`src/assert_macros.svh`:
```
// Assertion macros shared by the scaler RTL.
`ifndef ASSERT_MACROS_SVH
`define ASSERT_MACROS_SVH

// Same-cycle implication, checked outside reset.
`define TSRS_ASSERT_NOW(name, clk, rstn, ante, cons, msg) \
    name: assert property (@(posedge clk) disable iff (!rstn) (ante) |-> (cons)) \
        else $error(msg);

// Next-cycle implication, checked outside reset.
`define TSRS_ASSERT_NEXT(name, clk, rstn, ante, cons, msg) \
    name: assert property (@(posedge clk) disable iff (!rstn) (ante) |=> (cons)) \
        else $error(msg);

`endif

```
`src/tsrs_pkg.sv`:
```
// Shared types, constants and register map for the two-slot rational scaler.
`timescale 1ns / 1ps

package tsrs_pkg;

    localparam int MAX_CODES  = 4;
    localparam int CODE_W     = 16;
    localparam int CODE_CNT_W = 3;
    localparam int VAL_W      = 16;
    localparam int COEF_W     = 32;
    localparam int ADDR_W     = 6;
    localparam int DATA_W     = 64;
    localparam int REG_IDX_W  = 3;
    localparam int DIV_STEPS  = VAL_W;
    localparam int DIV_CNT_W  = $clog2(DIV_STEPS);

    localparam logic [7:0] MATCH_TYPE_RESET = 8'd2;

    // Register indexes; byte address is 8 * index.
    localparam logic [REG_IDX_W-1:0] REG_MATCH_TYPE    = 3'd0;
    localparam logic [REG_IDX_W-1:0] REG_COEF_SLOT0    = 3'd1;
    localparam logic [REG_IDX_W-1:0] REG_COEF_SLOT1    = 3'd2;
    localparam logic [REG_IDX_W-1:0] REG_FALLBACK_SLOT0 = 3'd3;
    localparam logic [REG_IDX_W-1:0] REG_FALLBACK_SLOT1 = 3'd4;
    localparam logic [REG_IDX_W-1:0] REG_CODE_COUNT    = 3'd5;
    localparam logic [REG_IDX_W-1:0] REG_CODE_LIST     = 3'd6;

    typedef struct packed {
        logic [7:0]              event_type;
        logic [CODE_W-1:0]       event_code;
        logic signed [VAL_W-1:0] event_value;
        logic                    current_slot;
        logic                    use_remainder;
    } in_item_t;

    typedef struct packed {
        logic signed [VAL_W-1:0] out_value;
        logic                    was_scaled;
    } out_item_t;

    typedef struct packed {
        logic [7:0]                  match_type;
        logic [COEF_W-1:0]           coef_slot_zero;
        logic [COEF_W-1:0]           coef_slot_one;
        logic [COEF_W-1:0]           fallback_slot_zero;
        logic [COEF_W-1:0]           fallback_slot_one;
        logic [CODE_CNT_W-1:0]       code_count;
        logic [MAX_CODES*CODE_W-1:0] code_list;
    } cfg_t;

    typedef struct packed {
        logic             start;
        logic [VAL_W-1:0] dividend_mag;
        logic [VAL_W-1:0] divisor_mag;
        logic             neg_quo;
        logic             neg_rem;
    } div_req_t;

    typedef struct packed {
        logic             busy;
        logic             done;
        logic [VAL_W-1:0] quotient;
        logic [VAL_W-1:0] remainder;
    } div_rsp_t;

endpackage

```
`src/tsrs_in_if.sv`:
```
// Valid/ready channel that carries one input event.
`timescale 1ns / 1ps

interface tsrs_in_if;
    logic               valid;
    logic               ready;
    tsrs_pkg::in_item_t item;

    modport source (output valid, output item, input ready);
    modport sink (input valid, input item, output ready);
endinterface

```
`src/tsrs_out_if.sv`:
```
// Valid/ready channel that carries one scaled result.
`timescale 1ns / 1ps

interface tsrs_out_if;
    logic                valid;
    logic                ready;
    tsrs_pkg::out_item_t item;

    modport source (output valid, output item, input ready);
    modport sink (input valid, input item, output ready);
endinterface

```
`src/tsrs_cfg_regs.sv`:
```
// APB-style configuration register file for the scaler.
`timescale 1ns / 1ps

module tsrs_cfg_regs (
    input  logic                          clk,
    input  logic                          rst_n,
    input  logic                          psel,
    input  logic                          penable,
    input  logic                          pwrite,
    input  logic [tsrs_pkg::ADDR_W-1:0]   paddr,
    input  logic [tsrs_pkg::DATA_W-1:0]   pwdata,
    output logic [tsrs_pkg::DATA_W-1:0]   prdata,
    output logic                          pready,
    output tsrs_pkg::cfg_t                cfg
);

    localparam int IdxW = tsrs_pkg::REG_IDX_W;

    tsrs_pkg::cfg_t        cfg_reg;
    logic                  wr_en;
    logic [IdxW-1:0]       reg_idx;

    assign pready  = 1'b1;
    assign wr_en   = psel && penable && pwrite;
    assign reg_idx = paddr[tsrs_pkg::ADDR_W-1 -: IdxW];
    assign cfg     = cfg_reg;

    always_ff @(posedge clk or negedge rst_n)
    begin
        if (!rst_n)
        begin
            cfg_reg            <= '0;
            cfg_reg.match_type <= tsrs_pkg::MATCH_TYPE_RESET;
        end
        else if (wr_en)
        begin
            unique case (reg_idx)
                tsrs_pkg::REG_MATCH_TYPE:     cfg_reg.match_type <= pwdata[7:0];
                tsrs_pkg::REG_COEF_SLOT0:     cfg_reg.coef_slot_zero <= pwdata[31:0];
                tsrs_pkg::REG_COEF_SLOT1:     cfg_reg.coef_slot_one <= pwdata[31:0];
                tsrs_pkg::REG_FALLBACK_SLOT0: cfg_reg.fallback_slot_zero <= pwdata[31:0];
                tsrs_pkg::REG_FALLBACK_SLOT1: cfg_reg.fallback_slot_one <= pwdata[31:0];
                tsrs_pkg::REG_CODE_COUNT:
                    cfg_reg.code_count <= pwdata[tsrs_pkg::CODE_CNT_W-1:0];
                tsrs_pkg::REG_CODE_LIST:      cfg_reg.code_list <= pwdata;
                default: ;  // unmapped: drop the write
            endcase
        end
    end

    always_comb
    begin
        prdata = '0;
        unique case (reg_idx)
            tsrs_pkg::REG_MATCH_TYPE:     prdata = 64'(cfg_reg.match_type);
            tsrs_pkg::REG_COEF_SLOT0:     prdata = 64'(cfg_reg.coef_slot_zero);
            tsrs_pkg::REG_COEF_SLOT1:     prdata = 64'(cfg_reg.coef_slot_one);
            tsrs_pkg::REG_FALLBACK_SLOT0: prdata = 64'(cfg_reg.fallback_slot_zero);
            tsrs_pkg::REG_FALLBACK_SLOT1: prdata = 64'(cfg_reg.fallback_slot_one);
            tsrs_pkg::REG_CODE_COUNT:     prdata = 64'(cfg_reg.code_count);
            tsrs_pkg::REG_CODE_LIST:      prdata = cfg_reg.code_list;
            default:                      prdata = '0;
        endcase
    end

endmodule

```
`src/tsrs_div_unit.sv`:
```
// Radix-2 restoring divider on magnitudes with a shared 17-bit subtractor.
`timescale 1ns / 1ps
`include "assert_macros.svh"

module tsrs_div_unit (
    input  logic                 clk,
    input  logic                 rst_n,
    input  tsrs_pkg::div_req_t   req,
    output tsrs_pkg::div_rsp_t   rsp
);

    localparam int W    = tsrs_pkg::VAL_W;
    localparam int CntW = tsrs_pkg::DIV_CNT_W;

    localparam logic [1:0] DV_IDLE = 2'd0;
    localparam logic [1:0] DV_RUN  = 2'd1;
    localparam logic [1:0] DV_FIX  = 2'd2;

    logic [1:0]      state_reg, state_next;
    logic [CntW-1:0] cnt_reg;
    logic [W-1:0]    rem_reg;
    logic [W-1:0]    quo_reg;
    logic [W-1:0]    dsr_reg;
    logic            neg_quo_reg;
    logic            neg_rem_reg;
    logic [W:0]      trial;

    // Shift in the next dividend bit and try the subtract.
    assign trial = {rem_reg, quo_reg[W-1]} - {1'b0, dsr_reg};

    always_comb
    begin
        state_next = state_reg;
        unique case (state_reg)
            DV_IDLE: if (req.start) state_next = DV_RUN;
            DV_RUN:  if (cnt_reg == CntW'(tsrs_pkg::DIV_STEPS - 1)) state_next = DV_FIX;
            DV_FIX:  state_next = DV_IDLE;
            default: state_next = DV_IDLE;
        endcase
    end

    always_ff @(posedge clk or negedge rst_n)
    begin
        if (!rst_n)
        begin
            state_reg <= DV_IDLE;
            cnt_reg   <= '0;
        end
        else
        begin
            state_reg <= state_next;
            if (state_reg == DV_RUN)
            begin
                cnt_reg <= cnt_reg + 1'b1;
            end
            else
            begin
                cnt_reg <= '0;
            end
        end
    end

    always_ff @(posedge clk)
    begin
        if (state_reg == DV_IDLE && req.start)
        begin
            rem_reg     <= '0;
            quo_reg     <= req.dividend_mag;
            dsr_reg     <= req.divisor_mag;
            neg_quo_reg <= req.neg_quo;
            neg_rem_reg <= req.neg_rem;
        end
        else if (state_reg == DV_RUN)
        begin
            if (!trial[W])
            begin
                rem_reg <= trial[W-1:0];
                quo_reg <= {quo_reg[W-2:0], 1'b1};
            end
            else
            begin
                rem_reg <= {rem_reg[W-2:0], quo_reg[W-1]};
                quo_reg <= {quo_reg[W-2:0], 1'b0};
            end
        end
    end

    // Apply signs: quotient truncates toward zero, remainder follows the dividend.
    assign rsp.busy      = (state_reg != DV_IDLE);
    assign rsp.done      = (state_reg == DV_FIX);
    assign rsp.quotient  = neg_quo_reg ? (W'(0) - quo_reg) : quo_reg;
    assign rsp.remainder = neg_rem_reg ? (W'(0) - rem_reg) : rem_reg;

    `TSRS_ASSERT_NEXT(a_div_start_runs, clk, rst_n, (state_reg == DV_IDLE) && req.start,
        state_reg == DV_RUN, "divider did not start")
    `TSRS_ASSERT_NEXT(a_div_done_pulse, clk, rst_n, rsp.done, !rsp.done,
        "divider done held longer than one cycle")
    `TSRS_ASSERT_NOW(a_div_rem_below_divisor, clk, rst_n, rsp.done,
        rem_reg < dsr_reg, "divider remainder not below divisor")

endmodule

```
`src/two_slot_rational_scaler.sv`:
```
// Two-slot rational scaler: event matching, sequencer and result register.
//
// Usage:
//   Input events arrive on in_ch (valid/ready); each transfer carries type, code,
//   signed value, slot select and the remainder-carry enable. One result per
//   event leaves on out_ch (valid/ready) with the output value and a scaled flag.
//   Registers are written over the APB-style port (8-byte stride, pready high).
//   A scaled event passes the states S_MUL, S_ADD, S_DIV and S_OUT before its
//   result is loaded; a passed-through event (no type/code match or zero divisor)
//   goes from S_MUL straight to S_OUT. One event is worked on at a time; in_ch is
//   ready again once the result is loaded into the output register. S_DIV waits on
//   the 16-step restoring divider, which yields one quotient bit a cycle.
//   Reset clears the remainder carry, the sequencer and the output valid flag and
//   loads the register defaults (match type 2, everything else zero).
//   When the receiver stalls, the finished result holds in the output register;
//   one more event may be taken and worked on, then the sequencer waits for the
//   output register to free before loading it, and in_ch stays low meanwhile.
`timescale 1ns / 1ps
`include "assert_macros.svh"

module two_slot_rational_scaler (
    input  logic                         clk,
    input  logic                         rst_n,
    tsrs_in_if.sink                      in_ch,
    tsrs_out_if.source                   out_ch,
    input  logic                         psel,
    input  logic                         penable,
    input  logic                         pwrite,
    input  logic [tsrs_pkg::ADDR_W-1:0]  paddr,
    input  logic [tsrs_pkg::DATA_W-1:0]  pwdata,
    output logic [tsrs_pkg::DATA_W-1:0]  prdata,
    output logic                         pready
);

    localparam int W     = tsrs_pkg::VAL_W;
    localparam int CntW  = tsrs_pkg::CODE_CNT_W;
    localparam int CodeW = tsrs_pkg::CODE_W;
    localparam int NCode = tsrs_pkg::MAX_CODES;

    localparam logic [2:0] S_IDLE = 3'd0;
    localparam logic [2:0] S_MUL  = 3'd1;
    localparam logic [2:0] S_ADD  = 3'd2;
    localparam logic [2:0] S_DIV  = 3'd3;
    localparam logic [2:0] S_OUT  = 3'd4;

    tsrs_pkg::cfg_t      cfg;
    tsrs_pkg::div_req_t  div_req;
    tsrs_pkg::div_rsp_t  div_rsp;

    logic [2:0]          state_reg, state_next;
    tsrs_pkg::in_item_t  item_reg;
    logic [W-1:0]        prod_reg;
    logic [W-1:0]        divisor_reg;
    logic [W-1:0]        carry_reg;
    logic [W-1:0]        res_value_reg;
    logic                res_scaled_reg;
    logic                out_valid_reg;
    tsrs_pkg::out_item_t out_item_reg;

    logic [CntW-1:0]     code_lim;
    logic                code_hit;
    logic                type_hit;
    logic [31:0]         packed_sel;
    logic [31:0]         packed_coef;
    logic [W-1:0]        mul_val;
    logic [2*W-1:0]      prod_full;
    logic [W-1:0]        sum;
    logic                in_xfer;
    logic                out_xfer;
    logic                out_free;

    tsrs_cfg_regs u_cfg_regs (
        .clk     (clk),
        .rst_n   (rst_n),
        .psel    (psel),
        .penable (penable),
        .pwrite  (pwrite),
        .paddr   (paddr),
        .pwdata  (pwdata),
        .prdata  (prdata),
        .pready  (pready),
        .cfg     (cfg)
    );

    tsrs_div_unit u_div_unit (
        .clk   (clk),
        .rst_n (rst_n),
        .req   (div_req),
        .rsp   (div_rsp)
    );

    assign in_ch.ready  = (state_reg == S_IDLE);
    assign in_xfer      = in_ch.valid && in_ch.ready;
    assign out_ch.valid = out_valid_reg;
    assign out_ch.item  = out_item_reg;
    assign out_xfer     = out_valid_reg && out_ch.ready;
    assign out_free     = !out_valid_reg || out_ch.ready;

    // Match the event code against the first code_count codes (capped at the list size).
    always_comb
    begin
        code_lim = (cfg.code_count > CntW'(NCode)) ? CntW'(NCode) : cfg.code_count;
        code_hit = 1'b0;
        for (int i = 0; i < NCode; i++)
        begin
            if ((CntW'(i) < code_lim) &&
                (cfg.code_list[i*CodeW +: CodeW] == item_reg.event_code))
            begin
                code_hit = 1'b1;
            end
        end
    end

    assign type_hit    = (item_reg.event_type == cfg.match_type);
    assign packed_sel  = item_reg.current_slot ? cfg.coef_slot_one : cfg.coef_slot_zero;
    assign packed_coef = (packed_sel != '0) ? packed_sel :
                         (item_reg.current_slot ? cfg.fallback_slot_one
                                                : cfg.fallback_slot_zero);
    assign mul_val     = packed_coef[2*W-1:W];
    // Only the low half of the product survives the 16-bit wrap.
    assign prod_full   = {{W{1'b0}}, item_reg.event_value} * {{W{1'b0}}, mul_val};
    assign sum         = prod_reg + (item_reg.use_remainder ? carry_reg : W'(0));

    always_comb
    begin
        div_req.start        = (state_reg == S_ADD);
        div_req.dividend_mag = sum[W-1] ? (W'(0) - sum) : sum;
        div_req.divisor_mag  = divisor_reg[W-1] ? (W'(0) - divisor_reg) : divisor_reg;
        div_req.neg_quo      = sum[W-1] ^ divisor_reg[W-1];
        div_req.neg_rem      = sum[W-1];
    end

    always_comb
    begin
        state_next = state_reg;
        unique case (state_reg)
            S_IDLE: if (in_xfer) state_next = S_MUL;
            S_MUL:
            begin
                if (type_hit && code_hit && (packed_coef[W-1:0] != '0))
                begin
                    state_next = S_ADD;
                end
                else
                begin
                    state_next = S_OUT;
                end
            end
            S_ADD:  state_next = S_DIV;
            S_DIV:  if (div_rsp.done) state_next = S_OUT;
            S_OUT:  if (out_free) state_next = S_IDLE;
            default: state_next = S_IDLE;
        endcase
    end

    always_ff @(posedge clk or negedge rst_n)
    begin
        if (!rst_n)
        begin
            state_reg     <= S_IDLE;
            carry_reg     <= '0;
            out_valid_reg <= 1'b0;
        end
        else
        begin
            state_reg <= state_next;
            if (state_reg == S_DIV && div_rsp.done && item_reg.use_remainder)
            begin
                carry_reg <= div_rsp.remainder;
            end
            if (state_reg == S_OUT && out_free)
            begin
                out_valid_reg <= 1'b1;
            end
            else if (out_xfer)
            begin
                out_valid_reg <= 1'b0;
            end
        end
    end

    always_ff @(posedge clk)
    begin
        if (in_xfer)
        begin
            item_reg <= in_ch.item;
        end
        if (state_reg == S_MUL)
        begin
            prod_reg       <= prod_full[W-1:0];
            divisor_reg    <= packed_coef[W-1:0];
            // Pass-through result; overwritten below when the event is scaled.
            res_value_reg  <= item_reg.event_value;
            res_scaled_reg <= 1'b0;
        end
        else if (state_reg == S_DIV && div_rsp.done)
        begin
            res_value_reg  <= div_rsp.quotient;
            res_scaled_reg <= 1'b1;
        end
        if (state_reg == S_OUT && out_free)
        begin
            out_item_reg.out_value  <= res_value_reg;
            out_item_reg.was_scaled <= res_scaled_reg;
        end
    end

    `TSRS_ASSERT_NEXT(a_accept_starts_work, clk, rst_n, in_xfer,
        (state_reg == S_MUL) && !in_ch.ready, "accepted event did not start work")
    `TSRS_ASSERT_NOW(a_start_only_idle_div, clk, rst_n, div_req.start,
        !div_rsp.busy, "divider started while busy")
    `TSRS_ASSERT_NEXT(a_result_loaded, clk, rst_n, (state_reg == S_OUT) && out_free,
        out_valid_reg && (state_reg == S_IDLE), "result not loaded into output register")
    `TSRS_ASSERT_NEXT(a_carry_only_on_done, clk, rst_n,
        !((state_reg == S_DIV) && div_rsp.done && item_reg.use_remainder),
        $stable(carry_reg), "remainder carry changed outside a scaled event")

endmodule
```
`src/flat_wrapper.sv`:
```
// flat-port wrapper written by rule: the top's interface ports become plain ports
module two_slot_rational_scaler_flat 
  (clk, rst_n, psel, penable, pwrite, paddr, pwdata, prdata, pready, in_ch_valid, in_ch_item, in_ch_ready, out_ch_valid, out_ch_item, out_ch_ready);
  tsrs_in_if in_ch_i ();
  tsrs_out_if out_ch_i ();
  input  logic clk;
  input  logic rst_n;
  input  logic psel;
  input  logic penable;
  input  logic pwrite;
  input  logic [tsrs_pkg::ADDR_W-1:0] paddr;
  input  logic [tsrs_pkg::DATA_W-1:0] pwdata;
  output logic [tsrs_pkg::DATA_W-1:0] prdata;
  output logic pready;
  input wire logic [$bits(in_ch_i.valid)-1:0] in_ch_valid;
  input wire logic [$bits(in_ch_i.item)-1:0] in_ch_item;
  output wire logic [$bits(in_ch_i.ready)-1:0] in_ch_ready;
  output wire logic [$bits(out_ch_i.valid)-1:0] out_ch_valid;
  output wire logic [$bits(out_ch_i.item)-1:0] out_ch_item;
  input wire logic [$bits(out_ch_i.ready)-1:0] out_ch_ready;
  assign in_ch_i.valid = in_ch_valid;
  assign in_ch_i.item = in_ch_item;
  assign in_ch_ready = in_ch_i.ready;
  assign out_ch_valid = out_ch_i.valid;
  assign out_ch_item = out_ch_i.item;
  assign out_ch_i.ready = out_ch_ready;
  two_slot_rational_scaler u_core (.clk(clk), .rst_n(rst_n), .in_ch(in_ch_i), .out_ch(out_ch_i), .psel(psel), .penable(penable), .pwrite(pwrite), .paddr(paddr), .pwdata(pwdata), .prdata(prdata), .pready(pready));
endmodule
```
`config.mk`:
```
export PLATFORM = sky130hd
export DESIGN_NAME = two_slot_rational_scaler_flat
export DESIGN_NICKNAME = d
export VERILOG_FILES = /design/src/tsrs_pkg.sv /design/src/tsrs_in_if.sv /design/src/tsrs_out_if.sv /design/src/tsrs_cfg_regs.sv /design/src/tsrs_div_unit.sv /design/src/two_slot_rational_scaler.sv /design/src/flat_wrapper.sv
export VERILOG_INCLUDE_DIRS = /design/src /design/src/src
export SDC_FILE = /design/constraint.sdc
export NUM_CORES = 1
export LEC_CHECK = 0
export BUFFER_PORTS_ARGS = -buffer_cell sky130_fd_sc_hd__buf_2
export CORE_AREA = 3 3 211 213
export CTS_CLUSTER_SIZE = 16
export DETAILED_ROUTE_END_ITERATION = 7
export DIE_AREA = 0 0 214 216
export PLACE_DENSITY = 0.74
export SYNTH_ARGS = -nofsm -noshare
export SYNTH_HDL_FRONTEND = slang
export SYNTH_SLANG_ARGS = --single-unit
```
`constraint.sdc`:
```
create_clock -name clk -period 13.5 [get_ports clk]
set_input_delay 2.7 -clock clk [delete_from_list [all_inputs] [get_ports clk]]
set_output_delay 2.7 -clock clk [all_outputs]
set_load 0.01 [all_outputs]
```
## After elaboration in Yosys (flattened, before gate mapping)

Index checks and enable logic that the tools add are counted.

- Add/sub/neg operators: 7
- Multiply operators: 1
- Div/mod/pow operators: 0
- $lt $le $gt $ge: 5
- Equality and inequality tests: 23
- Shift-type cells: 0
- Mux-type cells: 31
- Bitwise operators: 1
- Reductions and logical operators: 33

Operator list:

| cell | count |
|---|---|
| 64-bit case mux with 7 select lines | 1 |
| 16-bit 2-to-1 mux | 9 |
| 32-bit 2-to-1 mux | 3 |
| 16-bit == test | 4 |
| 1-bit by 16-bit subtractor with 16-bit output, first input constant | 4 |
| 32-bit nonzero test | 1 |
| 17-bit by 16-bit subtractor with 17-bit output | 1 |
| 16-bit adder | 1 |
| 16-bit by 16-bit multiplier with 16-bit output | 1 |
| 2-bit AND reduction | 8 |
| 16-bit nonzero test | 1 |
| 15-bit 2-to-1 mux | 1 |
| 3-bit 2-to-1 mux | 5 |
| 3-bit case mux with 5 select lines | 1 |
| 1-bit logical AND | 14 |
| 3-bit by 2-bit == test with 1-bit output, second input constant | 4 |
| 3-bit == test, second input constant | 4 |
| 8-bit == test | 1 |
| 1-bit 2-to-1 mux | 7 |
| 3-bit by 1-bit == test with 1-bit output, second input constant | 2 |
| 3-bit zero test | 2 |
| 1-bit by 3-bit less-than comparator with 1-bit output, first input constant | 2 |
| 2-bit by 3-bit less-than comparator with 1-bit output, first input constant | 2 |
| 2-bit inequality test, second input constant | 3 |
| other kinds (15) | 19 |

- Register bits after elaboration: 387
- Bits in latches: 0
- Memory bits (writable): 0
- ROM bits: 0
- Input port bits: 119
- Output and inout port bits: 84
- Word-level logic and storage cells: 130
- Memories: 0

## Depth between registers and ports, before layout

- Depth in word-level cells: 12
- Depth in mapped cells: 31
- Depth with buffers taken out: 27

## Modules after synthesis

A second synthesis with hierarchy kept.

- Cell total of the unflattened synthesis: 2,160
- Area, all modules: 24,521.0 um2

By module, submodules not included:

| module | instances | cells each | area each (um2) | seq. area each (um2) |
|---|---|---|---|---|
| two_slot_rational_scaler | 1 | 1,070 | 11,268.3 | 3,733.6 |
| tsrs_cfg_regs | 1 | 629 | 9,066.2 | 5,081.1 |
| tsrs_div_unit | 1 | 461 | 4,186.5 | 1,491.4 |

## Least setup slack after synthesis

No wires, ideal clock.

- Path type: input to output
- Start: in paddr[4] in the netlist's numbering
- End: out prdata[1] in the netlist's numbering
- Arrival time: 4.675 ns
- Data required time: 10.800 ns
- Path slack: 6.125 ns
- Cell stages on the path: 6
- Buffers on the path: 4
- Cells stage by stage: clkbuf_1 clkbuf_1 clkbuf_1 buf_1 o21ai_0 mux2_2

- Word-level cells in the longest chain between the ends: 2
- Elaborated cells on any way between the ends: 8
- Those cells by class: 6 x eq/ne; 1 x mux; 1 x reduce/logical

Ends and longest elaborated chain:

| element | line | text |
|---|---|---|
| from (decl) | flat_wrapper.sv:11 | `input logic [tsrs_pkg::ADDR_W-1:0] paddr;` |
| 3-bit == test (tied with other cells) | tsrs_cfg_regs.sv:54 | `unique case (reg_idx)` |
| 64-bit case mux with 7 select lines * | tsrs_cfg_regs.sv:54 |  |
| to (decl) | flat_wrapper.sv:13 | `output logic [tsrs_pkg::DATA_W-1:0] prdata;` |

Mark *: on every way between the ends. The rest lies on a longest branch, timed or not.

## Worst setup path in the final report

- Start: reg u_core.item_reg[1] in the netlist's numbering
- End: reg u_core.prod_reg[15] (data pin)

- Word-level cells in the longest chain between the ends: 4
- Elaborated cells on any way between the ends: 5
- Those cells by class: 1 x mul; 3 x mux; 1 x reduce/logical

Ends and longest elaborated chain:

| element | line | text |
|---|---|---|
| from (decl) | two_slot_rational_scaler.sv:51 | `tsrs_pkg::in_item_t item_reg;` |
| from (signal assigned) | two_slot_rational_scaler.sv:186 | `item_reg <= in_ch.item;` |
| 32-bit 2-to-1 mux | two_slot_rational_scaler.sv:115 | `assign packed_sel = item_reg.current_slot ? cfg.coef_slot_one : cfg.coef_slot_zero;` |
| 32-bit nonzero test | two_slot_rational_scaler.sv:116 | `assign packed_coef = (packed_sel != '0) ? packed_sel :` |
| 32-bit 2-to-1 mux * | two_slot_rational_scaler.sv:116 |  |
| 16-bit by 16-bit multiplier with 16-bit output * | two_slot_rational_scaler.sv:121 | `assign prod_full = {{W{1'b0}}, item_reg.event_value} * {{W{1'b0}}, mul_val};` |
| net u_core.prod_full[15] | two_slot_rational_scaler.sv:66 | `logic [2*W-1:0] prod_full;` |
| to (signal assigned) | two_slot_rational_scaler.sv:190 | `prod_reg <= prod_full[W-1:0];` |
| to (decl) | two_slot_rational_scaler.sv:52 | `logic [W-1:0] prod_reg;` |

The timed path passes the listed nets; every way through them passes the cells marked *.
A chain may end at the register's enable or synchronous reset.

==> results by group <==
Status
  • Result of the run: finished clean

Placed design
  • # port buffers: ~200
  • Place WS: ~4.8 ns
  • DP HPWL: 44600 um
  • Gpl congestion: a little under 0.9
  • Post-Place Cell Area: 0.0251 mm2

STA
  • Pin slew with the least headroom to its limit: between 1 and 1.5 ns
  • Hold Fails Final Rpt: 0
  • Fmax: ~110 MHz
  • Final period util: 0.646
  • Slew Viols, Final: 0
  • Final clock skew: around 0.034 ns
  • Unrepaired setup endpoints after global routing: false
  • Period minus WS final: slightly below 9 ns
  • Final setup fails: 0
  • TNS Setup: 0 ns
  • Min Hold Slack: 0.417 ns
  • Final setup margin: 4.78 ns
  • Worst rel slew slack: 0.200

GRT
  • GRT Util Overall: 0.266
  • GRT busiest layer: met2
  • Largest net degree at the start of global routing: 104
  • Gr ovfl total: 0
  • Met1 usage: 0.332
  • Vias in the first global route: roughly 17000
  • Met2 Track Usage GR: 0.457
  • GR Util met3: 0.0514
  • First-pass GRT wire length: 97700 um
  • Antenna violations before repair: 4

Pwr
  • Leak Pwr: roughly 0.012 uW
  • Sw frac: 0.375
  • Sequential power share: 0.342
  • Pwr/cell area: 192 mW/mm2
  • Total power: 5080 uW
  • Clock power share: 0.225
  • Combinational Power Share: 0.433
  • Internal power: around 3200 uW
  • Maximum vdd drop: 0.174 mV
  • Sw power: approximately 1900 uW

Finish
  • # fillers: 3456
  • Finished Cell Area: 0.0265 mm2
  • Max FFs per register: 203
  • Area Overhead vs Synth: 12.5%
  • Layout cells sized above 1: 0.232
  • Nets: ~2600

Logic synthesis
  • Synth Register Bits: 387
  • Primary FF master, synth: dfrtp_1
  • Sequential area share after synthesis: 0.437
  • Post-Syn Area: around 0.024 mm2
  • Ys async rst share: 0.592
  • Yosys warning count: 0
  • Mapped Avg Cell Area: 11.2 um2
  • Syn Inst Count: 2110
  • Netlist cell types: 65
  • EDFF count, synth: 141
  • Post-Syn Nets: 2396

Setup path
  • Crit Path Max Fanout: 41
  • CP Data Arrival Time: 9.03 ns
  • Worst setup path class: register to register
  • Crit start category: register
  • CP endpoint kind: register
  • Required time worst endpoint: 13.81 ns

Clock tree
  • # resized after CTS: 0
  • Worst-path clk slew: 0.06 ns
  • H-tree levels: 2
  • CTS tree: built
  • CTS Buf Count: between 40 and 50
  • CTS Hold Buffers Added: 0
  • Clk_lat worst skew: 0.59 ns
  • Post-CTS Setup Inserts: 0
  • Clock Tree Root: clkbuf_16
  • # clock sinks: 387
  • CTS Buffer Depth: 3

Floorplan
  • # rows: 76
  • Core box area: 0.0429 mm2
  • Io pins: between 200 and 250
  • Initial core utilization: 0.549
  • Die height: roughly 220 um
  • Die X: 214 um
  • DIE AREA: ~0.046 mm2

Detailed routing
  • Post-DR vias/cell: 5.90
  • Drt drc: 0
  • Detailed Route WL: 61600 um
  • Routed wire per std cell: about 21 um
  • Drt first pass iters: 5
  • Via count: 17115
  • Detail Route Antenna Nets: 0
  • Iteration-0 DRC count of the detailed router: approximately 1300

Hold path
  • Type of the most critical hold path: register to register

Flow run
  • # Max-Cap Violations: 0
power groups by stage:
stage | logic, uW | clock network (uW) | registers, uW
finish | 2200 | 1140 | 1740
global placement | 2110 | 0 | 1740
CTS | 2200 | 1160 | 1730
global route | 2490 | 1210 | 1750
floorplan | 1690 | 0 | 1650
detailed placement | 2180 | 0 | 1750
through the flow:
step           cells  utilization
6_report        2899        0.618
5_1_grt         2896        0.618
4_1_cts         2895        0.618
3_5_place_dp    2819        0.586
3_3_place_gp    2819        0.586
2_1_floorplan   2110            -
worst max-delay path, cell delays in order (launching register included):
cell	delay, ns
edfxtp_1	0.32
buf_4	0.29
buf_4	0.48
nor3b_1	0.60
a22o_1	0.23
nand4_2	0.11
a21oi_4	0.38
buf_4	0.51
mux4_1	0.66
and2_1	0.31
fa_1	0.53
inv_1	0.05
fa_1	0.47
inv_1	0.05
fa_1	0.51
fa_1	0.45
inv_1	0.09
fa_1	0.43
fa_1	0.42
xor2_1	0.17
xnor2_1	0.21
xnor2_1	0.16
xnor2_1	0.18
xnor2_1	0.18
xnor2_1	0.12
xnor2_1	0.36
xor2_1	0.11
kinds of logic after synthesis:
logic type | after synthesis | synth area share
AO/OA/AOI/OAI | 300 | 0.0794
XOR/XNOR | 194 | 0.0730
adder cells (fa/ha/maj) | 167 | 0.115
buffers and inverters | 243 | 0.0400
flip-flops | 387 | 0.437
multiplexers | 283 | 0.140
other | 1 | 0.000159
AND/OR/NAND/NOR | 535 | 0.115
synthesized netlist by cell type, drive strengths merged (33+ instances only):
library cell | n | share of area
fa | 82 | 0.070
xnor2 | 120 | 0.045
clkbuf | 81 | 0.013
xor2 | 73 | 0.027
inv | 146 | 0.023
nand2 | 195 | 0.031
nor2 | 58 | 0.0092
ha | 85 | 0.045
a21oi | 86 | 0.019
dfrtp | 228 | 0.24
o21ai | 96 | 0.020
mux2i | 51 | 0.022
mux2 | 216 | 0.10
and2 | 92 | 0.024
and3 | 37 | 0.0098
nor3 | 33 | 0.0072
edfxtp | 141 | 0.18
cell type report:
| class | instances | area [um2] | area share |
|---|---|---|---|
| Multi-Input combinational cell | 1480 | 12400 | 0.466 |
| Sequential cell | 387 | 10300 | 0.389 |
| Clock buffer | 61 | 1220 | 0.0462 |
| Timing Repair Buffer | 221 | 1170 | 0.0443 |
| Tap cell | 585 | 732 | 0.0276 |
| Inverter | 146 | 548 | 0.0207 |
| Clock inverter | 15 | 145 | 0.00548 |
| Antenna cell | 4 | 10.0 | 0.000378 |
final timing paths:
kind,to,start,depth (start not counted),slack [ns]
setup / recovery,u_core.prod_reg[15]$_DFFE_PP_,u_core.item_reg[1]$_DFFE_PP_,26,4.78
hold / removal,u_core.out_ch.item[11]$_DFFE_PP_,u_core.res_value_reg[10]$_DFFE_PP_,0,0.42
setup reg to reg,u_core.prod_reg[15]$_DFFE_PP_,u_core.item_reg[1]$_DFFE_PP_,26,4.78
hold reg to reg,u_core.out_ch.item[11]$_DFFE_PP_,u_core.res_value_reg[10]$_DFFE_PP_,0,0.42
max in group asynchronous,u_core.u_cfg_regs.cfg[125]$_DFFE_PN0P_,rst_n,2,9.91
min in group asynchronous,u_core.u_div_unit.cnt_reg[3]$_DFF_PN0_,rst_n,1,2.16
layout by cell type (no fill, tap or decap), types with 20 or more instances in the layout:
cell,n
inv_1,146
ha_1,85
nor2_1,53
dfrtp_1,228
a22oi_1,20
mux2_2,216
buf_2,197
edfxtp_1,141
and2_1,91
xor2_1,73
a21oi_1,84
fa_1,82
o21ai_0,96
mux2i_1,51
clkbuf_16,43
nand2_1,194
nor3_1,28
and3_1,37
buf_4,23
xnor2_1,119
per-layer routing:
metal  routed length (um)  vias to the layer above
met5                    0                        -
met4                 2600                        0
met3                 4610                      157
met2                29900                      687
met1                24500                     8532
li1                     -                     7739
Note: power is estimated with default switching activity, not from simulation.
